<file path="src/rtl/lsd_pkg.sv">
// Shared types, limits and codes of the pixel decoder.
package lsd_pkg;

  localparam int unsigned HEADER_LIMIT     = 1024;
  localparam int unsigned FILENAME_LIMIT   = 256;
  localparam int unsigned SIZE_DIGIT_LIMIT = 32;

  // Header character index and delimiter index never exceed HEADER_LIMIT - 1.
  localparam int unsigned HDR_CNT_W  = $clog2(HEADER_LIMIT);
  localparam int unsigned SIZE_W     = 63;
  localparam int unsigned RUN_W      = 6;

  localparam logic [SIZE_W-1:0] SIZE_MAX = {SIZE_W{1'b1}};

  localparam logic [7:0] CHAR_ZERO       = 8'h30;
  localparam logic [7:0] CHAR_NINE       = 8'h39;
  localparam logic [7:0] CHAR_UNDERSCORE = 8'h5F;
  localparam logic [7:0] PREFIX [4]      = '{8'h70, 8'h6E, 8'h67, 8'h5F};

  typedef enum logic [1:0] {
    KIND_HDR_CHAR = 2'd0,
    KIND_HDR_DONE = 2'd1,
    KIND_MSG_BYTE = 2'd2,
    KIND_ERROR    = 2'd3
  } kind_e;

  typedef enum logic [3:0] {
    ERR_NONE      = 4'd0,
    ERR_PREFIX    = 4'd1,
    ERR_OVERLONG  = 4'd2,
    ERR_NO_DELIM  = 4'd3,
    ERR_DIGITS    = 4'd4,
    ERR_ZERO_SIZE = 4'd5,
    ERR_OVERFLOW  = 4'd6,
    ERR_FILENAME  = 4'd7,
    ERR_TRUNCATED = 4'd8
  } err_e;

  typedef struct packed {
    logic [7:0] green;
    logic [7:0] blue;
    logic       start_of_image;
    logic       end_of_image;
  } pixel_t;

  typedef struct packed {
    logic [7:0]        out_byte;
    kind_e             kind;
    err_e              error_code;
    logic [SIZE_W-1:0] payload_size;
    logic [7:0]        filename_length;
    logic              last;
  } result_t;

endpackage

</file>
<file path="src/rtl/lsd_if.sv">
// Channel interfaces of the pixel decoder: pixels in, results out, configuration write.
interface lsd_pixel_if;
  logic       valid;
  logic       ready;
  logic [7:0] green;
  logic [7:0] blue;
  logic       start_of_image;
  logic       end_of_image;

  modport source (output valid, green, blue, start_of_image, end_of_image, input ready);
  modport sink   (input valid, green, blue, start_of_image, end_of_image, output ready);
endinterface

interface lsd_result_if;
  logic        valid;
  logic        ready;
  logic [7:0]  out_byte;
  logic [1:0]  kind;
  logic [3:0]  error_code;
  logic [62:0] payload_size;
  logic [7:0]  filename_length;
  logic        last;

  modport source (output valid, out_byte, kind, error_code, payload_size, filename_length,
                  last, input ready);
  modport sink   (input valid, out_byte, kind, error_code, payload_size, filename_length,
                  last, output ready);
endinterface

interface lsd_cfg_if;
  logic       valid;
  logic       ready;
  logic [7:0] rotation;

  modport source (output valid, rotation, input ready);
  modport sink   (input valid, rotation, output ready);
endinterface

</file>
<file path="src/rtl/lsd_in_stage.sv">
// Input register stage holding one pixel until the decode core takes it.
module lsd_in_stage
  import lsd_pkg::*;
(
  input  logic   clk_i,
  input  logic   rst_ni,
  input  logic   in_valid_i,
  output logic   in_ready_o,
  input  pixel_t in_pixel_i,
  output logic   out_valid_o,
  input  logic   out_ready_i,
  output pixel_t out_pixel_o
);

  logic   valid_q, valid_d;
  pixel_t pixel_q, pixel_d;

  assign in_ready_o = !valid_q || out_ready_i;

  always_comb begin
    valid_d = valid_q;
    pixel_d = pixel_q;
    if (in_ready_o) begin
      valid_d = in_valid_i;
      pixel_d = in_pixel_i;
    end
  end

  always_ff @(posedge clk_i or negedge rst_ni) begin
    if (!rst_ni) begin
      valid_q <= 1'b0;
    end else begin
      valid_q <= valid_d;
    end
  end

  always_ff @(posedge clk_i) begin
    pixel_q <= pixel_d;
  end

  assign out_valid_o = valid_q;
  assign out_pixel_o = pixel_q;

endmodule

</file>
<file path="src/rtl/lsd_core.sv">
// Decode core: byte assembly, header parsing, message counting and the result register.
module lsd_core
  import lsd_pkg::*;
(
  input  logic       clk_i,
  input  logic       rst_ni,
  input  logic [7:0] rotation_i,
  input  logic       pix_valid_i,
  output logic       pix_ready_o,
  input  pixel_t     pix_i,
  output logic       res_valid_o,
  input  logic       res_ready_i,
  output result_t    res_o
);

  localparam logic [1:0] MODE_HEADER  = 2'd0;
  localparam logic [1:0] MODE_MESSAGE = 2'd1;
  localparam logic [1:0] MODE_IDLE    = 2'd2;

  logic [1:0]           phase_q, phase_d, e_phase;
  logic [7:0]           acc_q, acc_d, e_acc;
  logic [1:0]           mode_q, mode_d, e_mode;
  logic [HDR_CNT_W-1:0] hc_q, hc_d, e_hc;
  logic                 pok_q, pok_d, e_pok;
  logic [RUN_W-1:0]     run_q, run_d, e_run;
  logic                 rad_q, rad_d, e_rad;
  logic [HDR_CNT_W-1:0] delim_q, delim_d, e_delim;
  logic [SIZE_W-1:0]    size_q, size_d, e_size;
  logic                 ovf_q, ovf_d, e_ovf;
  logic [SIZE_W-1:0]    br_q, br_d, e_br;

  logic                 res_valid_q, res_valid_d;
  result_t              res_q, res_d;

  logic                 fire;
  logic                 emit;
  result_t              step_res;
  logic [7:0]           acc_new;
  logic [7:0]           chr;
  logic [SIZE_W+3:0]    prod;
  logic [SIZE_W-1:0]    br_dec;
  logic                 hdr_end;
  logic                 hdr_err;
  err_e                 hdr_code;
  logic [7:0]           fname;

  assign pix_ready_o = !res_valid_q || res_ready_i;
  assign fire        = pix_valid_i && pix_ready_o;

  always_comb begin
    // A start of image restarts the decoder before this pixel is used.
    e_phase = pix_i.start_of_image ? 2'd0          : phase_q;
    e_acc   = pix_i.start_of_image ? 8'd0          : acc_q;
    e_mode  = pix_i.start_of_image ? MODE_HEADER   : mode_q;
    e_hc    = pix_i.start_of_image ? '0            : hc_q;
    e_pok   = pix_i.start_of_image ? 1'b1          : pok_q;
    e_run   = pix_i.start_of_image ? '0            : run_q;
    e_rad   = pix_i.start_of_image ? 1'b0          : rad_q;
    e_delim = pix_i.start_of_image ? '0            : delim_q;
    e_size  = pix_i.start_of_image ? '0            : size_q;
    e_ovf   = pix_i.start_of_image ? 1'b0          : ovf_q;
    e_br    = pix_i.start_of_image ? '0            : br_q;

    phase_d = e_phase;
    acc_d   = e_acc;
    mode_d  = e_mode;
    hc_d    = e_hc;
    pok_d   = e_pok;
    run_d   = e_run;
    rad_d   = e_rad;
    delim_d = e_delim;
    size_d  = e_size;
    ovf_d   = e_ovf;
    br_d    = e_br;

    acc_new  = e_acc | ({6'd0, pix_i.blue[0], pix_i.green[0]} << {e_phase, 1'b0});
    chr      = acc_new - rotation_i;
    prod     = ({4'd0, e_size} << 3) + ({4'd0, e_size} << 1) + (SIZE_W+4)'(chr[3:0]);
    br_dec   = (e_br != '0) ? e_br - SIZE_W'(1) : '0;
    hdr_end  = 1'b0;
    hdr_err  = 1'b0;
    hdr_code = ERR_NONE;
    fname    = 8'd0;

    emit     = 1'b0;
    step_res = '{out_byte: 8'd0, kind: KIND_HDR_CHAR, error_code: ERR_NONE,
                 payload_size: '0, filename_length: 8'd0, last: 1'b0};

    if (e_mode == MODE_HEADER || e_mode == MODE_MESSAGE) begin
      acc_d = acc_new;
      if (e_phase != 2'd3) begin
        phase_d = e_phase + 2'd1;
        if (pix_i.end_of_image) begin
          mode_d              = MODE_IDLE;
          emit                = 1'b1;
          step_res.kind       = KIND_ERROR;
          step_res.error_code = ERR_TRUNCATED;
          step_res.last       = 1'b1;
        end
      end else begin
        acc_d   = 8'd0;
        phase_d = 2'd0;
        emit    = 1'b1;
        if (e_mode == MODE_MESSAGE) begin
          br_d = br_dec;
          if (br_dec == '0) begin
            mode_d            = MODE_IDLE;
            step_res.out_byte = chr;
            step_res.kind     = KIND_MSG_BYTE;
            step_res.last     = 1'b1;
          end else if (pix_i.end_of_image) begin
            mode_d              = MODE_IDLE;
            step_res.kind       = KIND_ERROR;
            step_res.error_code = ERR_TRUNCATED;
            step_res.last       = 1'b1;
          end else begin
            step_res.out_byte = chr;
            step_res.kind     = KIND_MSG_BYTE;
          end
        end else begin
          hc_d = e_hc + HDR_CNT_W'(1);
          if (e_hc < HDR_CNT_W'(4) && chr != PREFIX[e_hc[1:0]]) begin
            pok_d = 1'b0;
          end
          if (chr inside {[CHAR_ZERO:CHAR_NINE]}) begin
            if (e_run != {RUN_W{1'b1}}) begin
              run_d = e_run + RUN_W'(1);
            end
            if (!e_ovf) begin
              // Accumulating ten times the size plus the digit must stay within 63 bits.
              if (prod > {4'd0, SIZE_MAX}) begin
                ovf_d = 1'b1;
              end else begin
                size_d = prod[SIZE_W-1:0];
              end
            end
          end else if (chr == CHAR_UNDERSCORE && e_run != '0 && hc_d > HDR_CNT_W'(4)) begin
            hdr_end = 1'b1;
            hdr_err = 1'b1;
            if (!pok_d) begin
              hdr_code = ERR_PREFIX;
            end else if (!e_rad || e_delim < HDR_CNT_W'(5)) begin
              hdr_code = ERR_NO_DELIM;
            end else if (32'(e_run) >= SIZE_DIGIT_LIMIT) begin
              hdr_code = ERR_DIGITS;
            end else if (e_ovf) begin
              hdr_code = ERR_OVERFLOW;
            end else if (e_size == '0) begin
              hdr_code = ERR_ZERO_SIZE;
            end else if (32'(e_delim) - 32'd4 >= FILENAME_LIMIT) begin
              hdr_code = ERR_FILENAME;
            end else begin
              hdr_err = 1'b0;
              fname   = 8'(32'(e_delim) - 32'd4);
            end
          end else if (chr == CHAR_UNDERSCORE) begin
            rad_d   = 1'b1;
            delim_d = e_hc;
            run_d   = '0;
            size_d  = '0;
            ovf_d   = 1'b0;
          end else begin
            rad_d  = 1'b0;
            run_d  = '0;
            size_d = '0;
            ovf_d  = 1'b0;
          end

          if (!hdr_end && 32'(hc_d) >= HEADER_LIMIT - 1) begin
            hdr_err  = 1'b1;
            hdr_code = ERR_OVERLONG;
          end

          // A header error outranks truncation; truncation outranks everything else.
          if (hdr_err) begin
            mode_d              = MODE_IDLE;
            step_res.out_byte   = chr;
            step_res.kind       = KIND_ERROR;
            step_res.error_code = hdr_code;
            step_res.last       = 1'b1;
          end else if (pix_i.end_of_image) begin
            mode_d              = MODE_IDLE;
            step_res.kind       = KIND_ERROR;
            step_res.error_code = ERR_TRUNCATED;
            step_res.last       = 1'b1;
          end else if (hdr_end) begin
            mode_d                   = MODE_MESSAGE;
            br_d                     = e_size;
            step_res.out_byte        = chr;
            step_res.kind            = KIND_HDR_DONE;
            step_res.payload_size    = e_size;
            step_res.filename_length = fname;
          end else begin
            step_res.out_byte = chr;
          end
        end
      end
    end
  end

  always_comb begin
    res_valid_d = res_valid_q;
    res_d       = res_q;
    if (pix_ready_o) begin
      res_valid_d = fire && emit;
      res_d       = step_res;
    end
  end

  always_ff @(posedge clk_i or negedge rst_ni) begin
    if (!rst_ni) begin
      phase_q     <= 2'd0;
      acc_q       <= 8'd0;
      mode_q      <= MODE_HEADER;
      hc_q        <= '0;
      pok_q       <= 1'b1;
      run_q       <= '0;
      rad_q       <= 1'b0;
      delim_q     <= '0;
      size_q      <= '0;
      ovf_q       <= 1'b0;
      br_q        <= '0;
      res_valid_q <= 1'b0;
    end else begin
      res_valid_q <= res_valid_d;
      if (fire) begin
        phase_q <= phase_d;
        acc_q   <= acc_d;
        mode_q  <= mode_d;
        hc_q    <= hc_d;
        pok_q   <= pok_d;
        run_q   <= run_d;
        rad_q   <= rad_d;
        delim_q <= delim_d;
        size_q  <= size_d;
        ovf_q   <= ovf_d;
        br_q    <= br_d;
      end
    end
  end

  always_ff @(posedge clk_i) begin
    res_q <= res_d;
  end

  assign res_valid_o = res_valid_q;
  assign res_o       = res_q;

endmodule

</file>
<file path="src/rtl/lsb_stego_pixel_decoder.sv">
// Top level of the pixel decoder: channels, rotation register and the two stages.
//
//   Channel   Direction  Carries
//   pix_i     in         green, blue, start_of_image, end_of_image (one pixel)
//   res_o     out        out_byte, kind, error_code, payload_size, filename_length, last
//   cfg_i     in         rotation (always ready)
//
// Each pixel is registered in the input register and then in the decode core's result
// register before its result can be transferred; one pixel is taken per cycle while the
// results are not stalled. The rate is set by the single decode step from decoder state to result register.
// Reset clears the decoder to header mode and the rotation to zero.
// A stalled result holds the core, and the input register then fills and drops ready.
module lsb_stego_pixel_decoder
  import lsd_pkg::*;
(
  input logic          clk_i,
  input logic          rst_ni,
  lsd_pixel_if.sink    pix_i,
  lsd_cfg_if.sink      cfg_i,
  lsd_result_if.source res_o
);

  logic [7:0] rotation_q;
  pixel_t     in_pixel;
  pixel_t     core_pixel;
  logic       core_valid;
  logic       core_ready;
  result_t    result;

  assign cfg_i.ready = 1'b1;

  always_ff @(posedge clk_i or negedge rst_ni) begin
    if (!rst_ni) begin
      rotation_q <= 8'd0;
    end else if (cfg_i.valid) begin
      rotation_q <= cfg_i.rotation;
    end
  end

  assign in_pixel = '{green: pix_i.green, blue: pix_i.blue,
                      start_of_image: pix_i.start_of_image,
                      end_of_image: pix_i.end_of_image};

  lsd_in_stage u_in_stage (
    .clk_i       (clk_i),
    .rst_ni      (rst_ni),
    .in_valid_i  (pix_i.valid),
    .in_ready_o  (pix_i.ready),
    .in_pixel_i  (in_pixel),
    .out_valid_o (core_valid),
    .out_ready_i (core_ready),
    .out_pixel_o (core_pixel)
  );

  lsd_core u_core (
    .clk_i       (clk_i),
    .rst_ni      (rst_ni),
    .rotation_i  (rotation_q),
    .pix_valid_i (core_valid),
    .pix_ready_o (core_ready),
    .pix_i       (core_pixel),
    .res_valid_o (res_o.valid),
    .res_ready_i (res_o.ready),
    .res_o       (result)
  );

  assign res_o.out_byte        = result.out_byte;
  assign res_o.kind            = result.kind;
  assign res_o.error_code      = result.error_code;
  assign res_o.payload_size    = result.payload_size;
  assign res_o.filename_length = result.filename_length;
  assign res_o.last            = result.last;

endmodule

</file>
<file path="src/flat_wrapper.sv">
// flat-port wrapper written by rule: the top's interface ports become plain ports
module lsb_stego_pixel_decoder_flat import lsd_pkg::*;
  (clk_i, rst_ni, pix_i_valid, pix_i_green, pix_i_blue, pix_i_start_of_image, pix_i_end_of_image, pix_i_ready, cfg_i_valid, cfg_i_rotation, cfg_i_ready, res_o_valid, res_o_out_byte, res_o_kind, res_o_error_code, res_o_payload_size, res_o_filename_length, res_o_last, res_o_ready);
  lsd_pixel_if pix_i_i ();
  lsd_cfg_if cfg_i_i ();
  lsd_result_if res_o_i ();
  input logic clk_i;
  input logic rst_ni;
  input wire logic [$bits(pix_i_i.valid)-1:0] pix_i_valid;
  input wire logic [$bits(pix_i_i.green)-1:0] pix_i_green;
  input wire logic [$bits(pix_i_i.blue)-1:0] pix_i_blue;
  input wire logic [$bits(pix_i_i.start_of_image)-1:0] pix_i_start_of_image;
  input wire logic [$bits(pix_i_i.end_of_image)-1:0] pix_i_end_of_image;
  output wire logic [$bits(pix_i_i.ready)-1:0] pix_i_ready;
  input wire logic [$bits(cfg_i_i.valid)-1:0] cfg_i_valid;
  input wire logic [$bits(cfg_i_i.rotation)-1:0] cfg_i_rotation;
  output wire logic [$bits(cfg_i_i.ready)-1:0] cfg_i_ready;
  output wire logic [$bits(res_o_i.valid)-1:0] res_o_valid;
  output wire logic [$bits(res_o_i.out_byte)-1:0] res_o_out_byte;
  output wire logic [$bits(res_o_i.kind)-1:0] res_o_kind;
  output wire logic [$bits(res_o_i.error_code)-1:0] res_o_error_code;
  output wire logic [$bits(res_o_i.payload_size)-1:0] res_o_payload_size;
  output wire logic [$bits(res_o_i.filename_length)-1:0] res_o_filename_length;
  output wire logic [$bits(res_o_i.last)-1:0] res_o_last;
  input wire logic [$bits(res_o_i.ready)-1:0] res_o_ready;
  assign pix_i_i.valid = pix_i_valid;
  assign pix_i_i.green = pix_i_green;
  assign pix_i_i.blue = pix_i_blue;
  assign pix_i_i.start_of_image = pix_i_start_of_image;
  assign pix_i_i.end_of_image = pix_i_end_of_image;
  assign pix_i_ready = pix_i_i.ready;
  assign cfg_i_i.valid = cfg_i_valid;
  assign cfg_i_i.rotation = cfg_i_rotation;
  assign cfg_i_ready = cfg_i_i.ready;
  assign res_o_valid = res_o_i.valid;
  assign res_o_out_byte = res_o_i.out_byte;
  assign res_o_kind = res_o_i.kind;
  assign res_o_error_code = res_o_i.error_code;
  assign res_o_payload_size = res_o_i.payload_size;
  assign res_o_filename_length = res_o_i.filename_length;
  assign res_o_last = res_o_i.last;
  assign res_o_i.ready = res_o_ready;
  lsb_stego_pixel_decoder u_core (.clk_i(clk_i), .rst_ni(rst_ni), .pix_i(pix_i_i), .cfg_i(cfg_i_i), .res_o(res_o_i));
endmodule
</file>
<file path="config.mk">
export PLATFORM = sky130hd
export DESIGN_NAME = lsb_stego_pixel_decoder_flat
export DESIGN_NICKNAME = d
export VERILOG_FILES = /design/src/rtl/lsd_pkg.sv /design/src/rtl/lsd_if.sv /design/src/rtl/lsd_in_stage.sv /design/src/rtl/lsd_core.sv /design/src/rtl/lsb_stego_pixel_decoder.sv /design/src/flat_wrapper.sv
export SDC_FILE = /design/constraint.sdc
export NUM_CORES = 1
export LEC_CHECK = 0
export ABC_AREA = 1
export BUFFER_PORTS_ARGS = -buffer_cell sky130_fd_sc_hd__clkbuf_2
export CORE_MARGIN = 2
export CORE_UTILIZATION = 38
export DETAILED_ROUTE_END_ITERATION = 10
export PLACE_DENSITY_LB_ADDON = 0.25
export REMOVE_ABC_BUFFERS = 1
export SYNTH_ARGS = -nofsm -noshare
export SYNTH_HDL_FRONTEND = slang
export SYNTH_HIERARCHICAL = 1
export SYNTH_SLANG_ARGS = --single-unit
</file>
<file path="constraint.sdc">
create_clock -name clk_i -period 6.6 [get_ports clk_i]
set_clock_uncertainty 0.15 [all_clocks]
set_input_delay 0.66 -clock clk_i [delete_from_list [all_inputs] [get_ports clk_i]]
set_output_delay 0.66 -clock clk_i [all_outputs]
set_load 0.05 [all_outputs]
</file>
==> results of run 1 <==
metal layers:
| metal | global-route usage [%] | share of wire, % |
|---|---|---|
| met1 | 38.0 | 45 |
| met2 | 41.3 | 43 |
| met3 | 3.56 | 7.7 |
| met4 | 10.6 | 4.0 |
| met5 | 0 | 0 |
layout by cell type, fill, tap and decap left out, types with 5 or more instances in the layout:
cell	n
nand3_1	210
clkbuf_1	8
xor2_1	40
or2_2	8
o21ai_2	11
o21bai_1	18
nor2_1	467
a22oi_1	34
nor3_1	28
clkbuf_2	103
inv_6	5
a21boi_0	11
o211ai_1	43
o21ai_0	247
nand2_1	1325
nor2_4	8
inv_1	482
inv_2	18
o22ai_1	16
xnor2_1	40
nand4_1	46
nand2_2	27
a31oi_1	5
a21oi_1	293
buf_4	74
edfxtp_1	90
clkinv_1	17
ha_1	142
nor2_2	20
clkbuf_16	35
dfrtp_1	176
o21ai_1	28
final cells by class:
class	count	area [µm²]	area share, %
Multi-Input combinational cell	3107	15300	55.3
Sequential cell	267	7130	25.7
Inverter	512	1920	6.94
Timing Repair Buffer	180	1110	4.02
Tap cell	864	1080	3.90
Clock buffer	44	920	3.32
Clock inverter	20	220	0.794
power by group through the flow:
stage	sequential (mW)	combinational, mW	clock [mW]
finish	2.31	5.29	1.99
floorplan	2.57	3.30	0
detailed placement	2.34	5.17	0
global route	2.36	5.83	2.09
global placement	2.33	5.14	0
CTS	2.31	5.19	2.03
metrics by stage:
step | power (mW) | setup WS (ns)
2_1_floorplan | 5.87 | -3.37
4_1_cts | 9.53 | 0.517
3_5_place_dp | 7.51 | 0.567
3_3_place_gp | 7.48 | 0.601
6_report | 9.59 | 0.490
5_1_grt | 10.3 | 0.00644
flip-flops by register name (all words and copies together), names as in the netlist:
| signal | cells |
|---|---|
| u_core/u_core/pok_q | 1 |
| u_core/u_core/br_q | 63 |
| u_core/u_core/res_o | 86 |
| u_core/rotation_q | 8 |
| u_core/u_core/size_q | 63 |
| u_core/u_core/run_q | 6 |
| u_core/u_core/phase_q | 2 |
| u_core/u_core/ovf_q | 1 |
| u_core/u_core/mode_q | 2 |
| u_core/u_in_stage/out_pixel_o | 4 |
| u_core/u_core/res_valid_o | 1 |
| u_core/u_core/delim_q | 10 |
| u_core/u_core/hc_q | 10 |
| u_core/u_core/acc_q | 8 |
| u_core/u_in_stage/out_valid_o | 1 |
| u_core/u_core/rad_q | 1 |
worst max-delay path, delay by kind of cell, from the launching register on:
family	cells	cell delay, ns
AO/OA/AOI/OAI	2	0.27
XOR/XNOR	1	0.18
adder cells (fa/ha/maj)	5	1.46
buffers and inverters	7	1.52
flip-flops	1	0.55
AND/OR/NAND/NOR	19	1.88
worst max-delay path by stage:
stage | from | end | slack, ns | cells after the start
2_1_floorplan | u_core/u_in_stage/out_pixel_o[1]$_DFFE_PP_ | u_core/u_core/res_o[10]$_SDFFCE_PP0N_ | -3.37 | 10
3_3_place_gp | u_core/u_in_stage/out_pixel_o[1]$_DFFE_PP_ | u_core/u_core/size_q[8]$_DFFE_PN0P_ | 0.60 | 34
3_5_place_dp | u_core/u_in_stage/out_pixel_o[1]$_DFFE_PP_ | u_core/u_core/size_q[15]$_DFFE_PN0P_ | 0.57 | 34
4_1_cts | u_core/u_in_stage/out_pixel_o[1]$_DFFE_PP_ | u_core/u_core/size_q[20]$_DFFE_PN0P_ | 0.52 | 34
5_1_grt | u_core/u_in_stage/out_pixel_o[1]$_DFFE_PP_ | u_core/u_core/size_q[15]$_DFFE_PN0P_ | 0.006 | 34
6_report | u_core/u_in_stage/out_pixel_o[1]$_DFFE_PP_ | u_core/u_core/size_q[13]$_DFFE_PN0P_ | 0.49 | 34
what timing repair did:
| item | CTS | global route |
|---|---|---|
| hold endpoints to repair | 49 | 0 |
| hold buffers | 1 | 0 |
| buffers inserted | 0 | 0 |
==> flow_summary.json, run 1 <==
{
  "reg2reg_slack_ns": 0.49,
  "start_util_pct": 38.3,
  "finalCritPeriodShare_pct": 92.6,
  "reg2regPathDepth": 34,
  "n_fill_cell": 7035,
  "fin_nets": 4278,
  "layout-drive-gt1-share_pct": 7.99,
  "antennaDiodeCount": 0,
  "antenna_found_initial": 0,
  "coreArea_mm2": 0.0655,
  "first_global_vias": 24500,
  "area_growth_pct": 10.6,
  "status": "complete, no violations",
  "vias_per_cell": 5.34,
  "ant_nets": 0,
  "numClockSinks": 267,
  "fin_hold_ws_ns": 0.132,
  "cts_root_buf": "clkbuf_16",
  "grt_first_pass_wirelength_mm": 142,
  "path_clk_slew_ns": 0.06,
  "internal_power_mw": 4.81,
  "sequentialPowerShare_pct": 24.1,
  "finalSetupViolations": 0,
  "num_vias": 26700,
  "fin_util_pct": 42.3,
  "required_ns": 6.94,
  "whs_path_depth": 1,
  "min_period_ns": 6.11,
  "tns_ns": 0,
  "htreeDepth": 2,
  "hold_end": "u_core/u_in_stage/out_pixel_o[2]$_DFFE_PP_",
  "dieArea_mm2": 0.0680,
  "rows": 94,
  "tightest_slew_ns": 1.19,
  "fp.dieW_um": 261,
  "relSlewSlack_pct": 20.4,
  "p_leak_nw": 15.1,
  "track_usage_pct": 26.9,
  "cp-start-kind": "register",
  "reg2reg_to": "u_core/u_core/size_q[13]$_DFFE_PN0P_",
  "synthCells": 4036,
  "dpl.cell_count": 4929,
  "post-route-drc-count": 0,
  "rsz0062_at_grt": "no",
  "max-cap-violations": 0,
  "crit_slowest_cell": "clkinv_1",
  "cts_resized": 0,
  "switching_share_pct": 49.8,
  "globalplace.congestion": 0.967,
  "syn_area_per_cell_um2": 6.21,
  "critPathCaptureType": "register",
  "slew_viol_final": 0,
  "io_buffers": 104,
  "final_cells": 4994,
  "cts_made_buffers": 35,
  "p_comb_share_pct": 55.1,
  "drt_pass1_iterations": 5,
  "worst_path_most_repeated_cell": "nand2_1",
  "yosysWarnings": 6,
  "totalWireLength_mm": 92.1,
  "cts_tree": "built",
  "postLayoutCellArea_mm2": 0.0277,
  "drt_iter0_drc": 2282,
  "switching_power_mw": 4.78,
  "vdd_drop_max_mv": 0.230,
  "reg2reg_from": "u_core/u_in_stage/out_pixel_o[1]$_DFFE_PP_",
  "insertion_delay_ns": 0.57,
  "io_pins": 120,
  "worstPathMaxFanout": 26,
  "hold_class": "primary input to register",
  "powerDensity_mw_per_mm2": 346,
  "cp_slowest_stage_delay_ns": 0.71,
  "clk_path_buf_depth": 3,
  "dp_hpwl_mm": 67.7,
  "arrival_ns": 6.45,
  "wl_per_cell_um": 18.4,
  "grt.overflow.total": 0,
  "pwr-share-clk_pct": 20.7,
  "syn_area_mm2": 0.0251,
  "hp-start": "pix_i_blue[0]",
  "grt_max_degree": 128,
  "fmax_mhz": 164,
  "critical_path_class": "register to register",
  "die-height_um": 261,
  "dpl_cell_area_mm2": 0.0266,
  "finalHoldViolations": 0
}
Power figures use the tool's default switching activity.
==> inputs of run 2 (changes only) <==
--- a/config.mk
+++ b/config.mk
@@ -7,11 +7,14 @@
 export LEC_CHECK = 0
 export ABC_AREA = 1
 export BUFFER_PORTS_ARGS = -buffer_cell sky130_fd_sc_hd__clkbuf_2
+export CELL_PAD_IN_SITES_DETAIL_PLACEMENT = 0
+export CELL_PAD_IN_SITES_GLOBAL_PLACEMENT = 1
 export CORE_MARGIN = 2
 export CORE_UTILIZATION = 38
 export DETAILED_ROUTE_END_ITERATION = 10
 export PLACE_DENSITY_LB_ADDON = 0.25
 export REMOVE_ABC_BUFFERS = 1
+export SLEW_MARGIN = 20
 export SYNTH_ARGS = -nofsm -noshare
 export SYNTH_HDL_FRONTEND = slang
 export SYNTH_HIERARCHICAL = 1
==> run 2 against run 1 <==
Net effect:
- via count is 0.53% lower
- combinational power rose by 2%
- register-to-register slack better by 0.02 ns
- first-iteration DRC count grew 10%
- critical path depth increased by 1
- sequential share of layout area decreased by 0.15 points
- fmax up 0.33%
- global-route usage rose by 1.2 points
- power increased by 0.39%
- design area increased by 0.58%
- largest power group unchanged
==> flow_summary.json, run 2 (synthesis results as in run 1) <==
{
  "status": "complete, no violations",
  "required_ns": 6.94,
  "grt.overflow.total": 0,
  "mostFrequentLayoutCell": "nand2_1",
  "vias_per_cell": 5.29,
  "vdd_drop_max_mv": 0.160,
  "slew_viol_final": 0,
  "io_buffers": 104,
  "worstPathMaxFanout": 13,
  "switching_share_pct": 50.3,
  "fp.dieW_um": 261,
  "drt_iter0_drc": 2520,
  "finalSetupViolations": 0,
  "drt_pass1_iterations": 6,
  "p_comb_share_pct": 56.0,
  "cp_slowest_stage_delay_ns": 0.57,
  "max-cap-violations": 0,
  "powerDensity_mw_per_mm2": 345,
  "tightest_slew_ns": 1.16,
  "num_vias": 26500,
  "clk_path_buf_depth": 3,
  "antennaDiodeCount": 0,
  "wl_per_cell_um": 19.4,
  "dieArea_mm2": 0.0680,
  "rows": 94,
  "path_clk_slew_ns": 0.06,
  "htreeDepth": 2,
  "antenna_found_initial": 0,
  "fin_util_pct": 42.6,
  "die-height_um": 261,
  "rsz0062_at_grt": "no",
  "relSlewSlack_pct": 22.2,
  "post-route-drc-count": 0,
  "p_leak_nw": 15.1,
  "arrival_ns": 6.43,
  "area_growth_pct": 11.2,
  "cts_root_buf": "clkbuf_16",
  "fmax_mhz": 164,
  "cts_made_buffers": 35,
  "critPathCaptureType": "register",
  "insertion_delay_ns": 0.56,
  "first_global_vias": 25100,
  "io_pins": 120,
  "power_mw": 9.62,
  "ant_nets": 0,
  "pwr-share-clk_pct": 19.9,
  "totalWireLength_mm": 97.0,
  "largest_reg_flops": 86,
  "worst_path_most_repeated_cell": "nand2_1",
  "internal_power_mw": 4.78,
  "layout-drive-gt1-share_pct": 8.46,
  "cp-start-kind": "register",
  "min_period_ns": 6.09,
  "critical_path_class": "register to register",
  "tns_ns": 0,
  "switching_power_mw": 4.84,
  "final_cell_mix": "1,325 x nand2_1, 480 x inv_1, 467 x nor2_1, 293 x a21oi_1, 247 x o21ai_0",
  "finalHoldViolations": 0,
  "numClockSinks": 267,
  "globalplace.congestion": 0.967,
  "finalCritPeriodShare_pct": 92.3,
  "cts_tree": "built",
  "grt_first_pass_wirelength_mm": 147,
  "coreArea_mm2": 0.0655,
  "start_util_pct": 38.3,
  "grt_max_degree": 149,
  "sequentialPowerShare_pct": 24.0,
  "fin_nets": 4298,
  "hold_class": "primary input to register",
  "track_usage_pct": 28.0,
  "dp_hpwl_mm": 70.7,
  "crit_slowest_cell": "clkinvlp_4"
}
run 2: layout make-up:
cell class,instances,area (µm²)
Timing Repair inverter,2,15.0
Multi-Input combinational cell,3107,15300
Inverter,512,1930
Clock buffer,43,948
Clock inverter,19,146
Sequential cell,267,7130
Fill cell,7197,37600
Tap cell,864,1080
Timing Repair Buffer,198,1280
run 2: path summary, 6_finish.rpt:
check,slack [ns],cells after the start,start,endpoint
max,0.51,35,u_core/u_in_stage/out_pixel_o[1]$_DFFE_PP_,u_core/u_core/size_q[18]$_DFFE_PN0P_
min,0.14,1,pix_i_end_of_image,u_core/u_in_stage/out_pixel_o[0]$_DFFE_PP_
min reg2reg,0.32,2,u_core/rotation_q[1]$_DFFE_PN0P_,u_core/rotation_q[1]$_DFFE_PN0P_
max in group asynchronous,4.33,3,rst_ni,u_core/rotation_q[6]$_DFFE_PN0P_
min in group asynchronous,0.52,2,rst_ni,u_core/u_core/br_q[27]$_DFFE_PN0P_
max reg2reg,0.51,35,u_core/u_in_stage/out_pixel_o[1]$_DFFE_PP_,u_core/u_core/size_q[18]$_DFFE_PN0P_
run 2: through the flow:
stage / setup slack, ns / cell area, µm² / std cells / hold slack, ns
3_5_place_dp: 0.227 / 26700 / 4946 / 0.315
2_1_floorplan: -3.37 / 24400 / 3886 / 0.214
5_1_grt: 0.0200 / 27900 / 5012 / 0.129
3_3_place_gp: 0.299 / 26700 / 4946 / 0.306
4_1_cts: 0.203 / 27800 / 5009 / 0.123
6_report: 0.510 / 27900 / 5012 / 0.139
run 2: metal layers:
layer  up-vias  wire, µm  GRT usage (%)
met5         -       109           1.14
met3       167      6520           4.14
met1     12300     43400           38.2
met2       837     43400           44.9
li1      13200         -              -
met4         2      3580           9.98
run 2: power by group through the flow:
stage	Sequential (mW)	Combinational, mW	Clock [mW]
after floorplan	2.57	3.30	0
after global placement	2.33	5.25	0
after detailed placement	2.34	5.26	0
after CTS	2.31	5.27	1.95
after global routing	2.35	5.96	2.01
final	2.31	5.39	1.92
run 2: worst max-delay path: cells and delay by family (launching register included):
| family | cells | cell delay [ns] |
|---|---|---|
| compound gates | 2 | 0.19 |
| xor+xnor | 1 | 0.24 |
| buf+inv | 6 | 1.03 |
| simple gates | 21 | 2.38 |
| flops | 1 | 0.56 |
| fa+ha+maj | 5 | 1.47 |
run 2: what timing repair did:
item,CTS,global route
gates resized for setup,0,8
buffers inserted,0,1
hold endpoints to repair,56,0
setup endpoints to repair,0,26
hold buffers,1,0
==> inputs of run 3 (changes only) <==
==> constraint.sdc (replaced) <==
create_clock -name clk_i -period 7.5 [get_ports clk_i]
set_clock_uncertainty 0.15 [all_clocks]
set_input_delay 0.75 -clock clk_i [delete_from_list [all_inputs] [get_ports clk_i]]
set_output_delay 0.75 -clock clk_i [all_outputs]
set_load 0.05 [all_outputs]
==> run 3 against run 2 <==
Net effect:
- design area decreased by 1.1%
- hold slack worse by 0.036 ns
- via count shrank 0.77%
- critical path type unchanged
- largest cell class unchanged
==> flow_summary.json, run 3 (synthesis results as in run 1) <==
{
  "largest_reg_flops": 86,
  "io_buffers": 104,
  "crit_slowest_cell": "clkinv_1",
  "htreeDepth": 2,
  "cts_setup_buffers": 0,
  "post-route-drc-count": 0,
  "start_util_pct": 38.3,
  "required_ns": 7.84,
  "fp.dieW_um": 261,
  "drt_iter0_drc": 2267,
  "dp_slack_ns": 1.04,
  "tns_ns": 0,
  "max-cap-violations": 0,
  "cp-start-kind": "register",
  "slew_viol_final": 0,
  "layout-drive-gt1-share_pct": 7.67,
  "first_global_vias": 24800,
  "cts_hold_buf": 0,
  "drt_pass1_iterations": 5,
  "powerDensity_mw_per_mm2": 303,
  "cp_slowest_stage_delay_ns": 0.78,
  "fmax_mhz": 154,
  "dieArea_mm2": 0.0680,
  "p_leak_nw": 15.0,
  "relSlewSlack_pct": 21.7,
  "antennaDiodeCount": 0,
  "n_fill_cell": 7126,
  "rows": 94,
  "status": "complete, no violations",
  "rsz0062_at_grt": "no",
  "reg2reg_slack_ns": 0.99,
  "fin_hold_ws_ns": 0.103,
  "ant_nets": 0,
  "final_cells": 4973,
  "mostFrequentLayoutCell": "nand2_1",
  "grt_first_pass_wirelength_mm": 146,
  "cts_tree": "built",
  "cts_root_buf": "clkbuf_16",
  "insertion_delay_ns": 0.57,
  "dp_hpwl_mm": 70.2,
  "totalWireLength_mm": 95.2,
  "area_growth_pct": 10.1,
  "final_cell_mix": "1,325 x nand2_1, 481 x inv_1, 467 x nor2_1, 293 x a21oi_1, 247 x o21ai_0",
  "reg2regPathDepth": 30,
  "grt_max_degree": 149,
  "cts_resized": 0,
  "vdd_drop_max_mv": 0.161,
  "path_clk_slew_ns": 0.06,
  "finalSetupViolations": 0,
  "min_period_ns": 6.51,
  "fin_ws_ns": 0.990,
  "grt.overflow.total": 0,
  "critical_path_class": "register to register",
  "io_pins": 120,
  "finalCritPeriodShare_pct": 86.8,
  "vias_per_cell": 5.29,
  "track_usage_pct": 27.7,
  "antenna_found_initial": 0,
  "tightest_slew_ns": 1.17,
  "hold_class": "primary input to asynchronous set/reset pin",
  "reg2reg_to": "u_core/u_core/size_q[24]$_DFFE_PN0P_",
  "num_vias": 26300,
  "dpl.cell_count": 4909,
  "reg2reg_from": "u_core/u_in_stage/out_pixel_o[1]$_DFFE_PP_",
  "coreArea_mm2": 0.0655,
  "globalplace.congestion": 0.954,
  "critPathCaptureType": "register",
  "numClockSinks": 267,
  "fin_util_pct": 42.1,
  "arrival_ns": 6.85,
  "wl_per_cell_um": 19.1,
  "finalHoldViolations": 0,
  "worstPathMaxFanout": 26,
  "clk_path_buf_depth": 3,
  "worst_path_most_repeated_cell": "nand2_1",
  "cts_made_buffers": 35,
  "die-height_um": 261,
  "fin_nets": 4257
}
[run 3: stage by stage]
stage          power, mW  instance area [µm²]
2_1_floorplan       5.17                24400
3_3_place_gp        6.57                26500
3_5_place_dp        6.60                26500
4_1_cts             8.34                27600
5_1_grt             8.99                27600
6_report            8.37                27600
[run 3: layer usage]
layer	GRT usage (%)	vias to the layer above	part of all wire, %	wire length [µm]
met5	0	-	0	0
met4	8.67	0	3.0	2820
met3	4.03	142	6.4	6120
met2	44.8	769	45	43000
met1	38.0	12300	45	43200
li1	-	13100	-	-
[run 3: layout make-up]
type | instances | area, µm² | share of cell area (%)
inverters | 512 | 1930 | 6.98
clock inverters | 22 | 214 | 0.776
well taps | 864 | 1080 | 3.92
multi-input cells | 3107 | 15300 | 55.6
clock buffers | 42 | 923 | 3.35
flip-flops and latches | 267 | 7130 | 25.9
repair buffers | 159 | 980 | 3.55
[run 3: worst max-delay path, delay by kind of cell (launching register included)]
family	cells	cell delay (ns)
and+or+nand+nor	20	2.22
xor gates and xnor gates	2	0.84
adders and majority gates	2	0.89
DFF	1	0.55
AOI/OAI and AO/OA	3	0.51
buffers and inverters	3	1.28
[run 3: worst max-delay path by stage]
stage	cells after the start	slack, ns	to	from
after global routing	30	0.58	u_core/u_core/size_q[18]$_DFFE_PN0P_	u_core/u_in_stage/out_pixel_o[1]$_DFFE_PP_
after CTS	30	1.01	u_core/u_core/size_q[24]$_DFFE_PN0P_	u_core/u_in_stage/out_pixel_o[1]$_DFFE_PP_
after detailed placement	30	1.04	u_core/u_core/size_q[24]$_DFFE_PN0P_	u_core/u_in_stage/out_pixel_o[1]$_DFFE_PP_
after floorplan	10	-2.47	u_core/u_core/res_o[10]$_SDFFCE_PP0N_	u_core/u_in_stage/out_pixel_o[1]$_DFFE_PP_
after global placement	30	1.08	u_core/u_core/size_q[16]$_DFFE_PN0P_	u_core/u_in_stage/out_pixel_o[1]$_DFFE_PP_
final	30	0.99	u_core/u_core/size_q[24]$_DFFE_PN0P_	u_core/u_in_stage/out_pixel_o[1]$_DFFE_PP_
[run 3: power breakdown]
| part | internal [mW] | total [mW] | switching [mW] |
|---|---|---|---|
| clock | 0.991 | 1.71 | 0.722 |
| sequential | 1.84 | 2.03 | 0.189 |
| combinational | 1.34 | 4.62 | 3.28 |
| total | 4.17 | 8.37 | 4.19 |
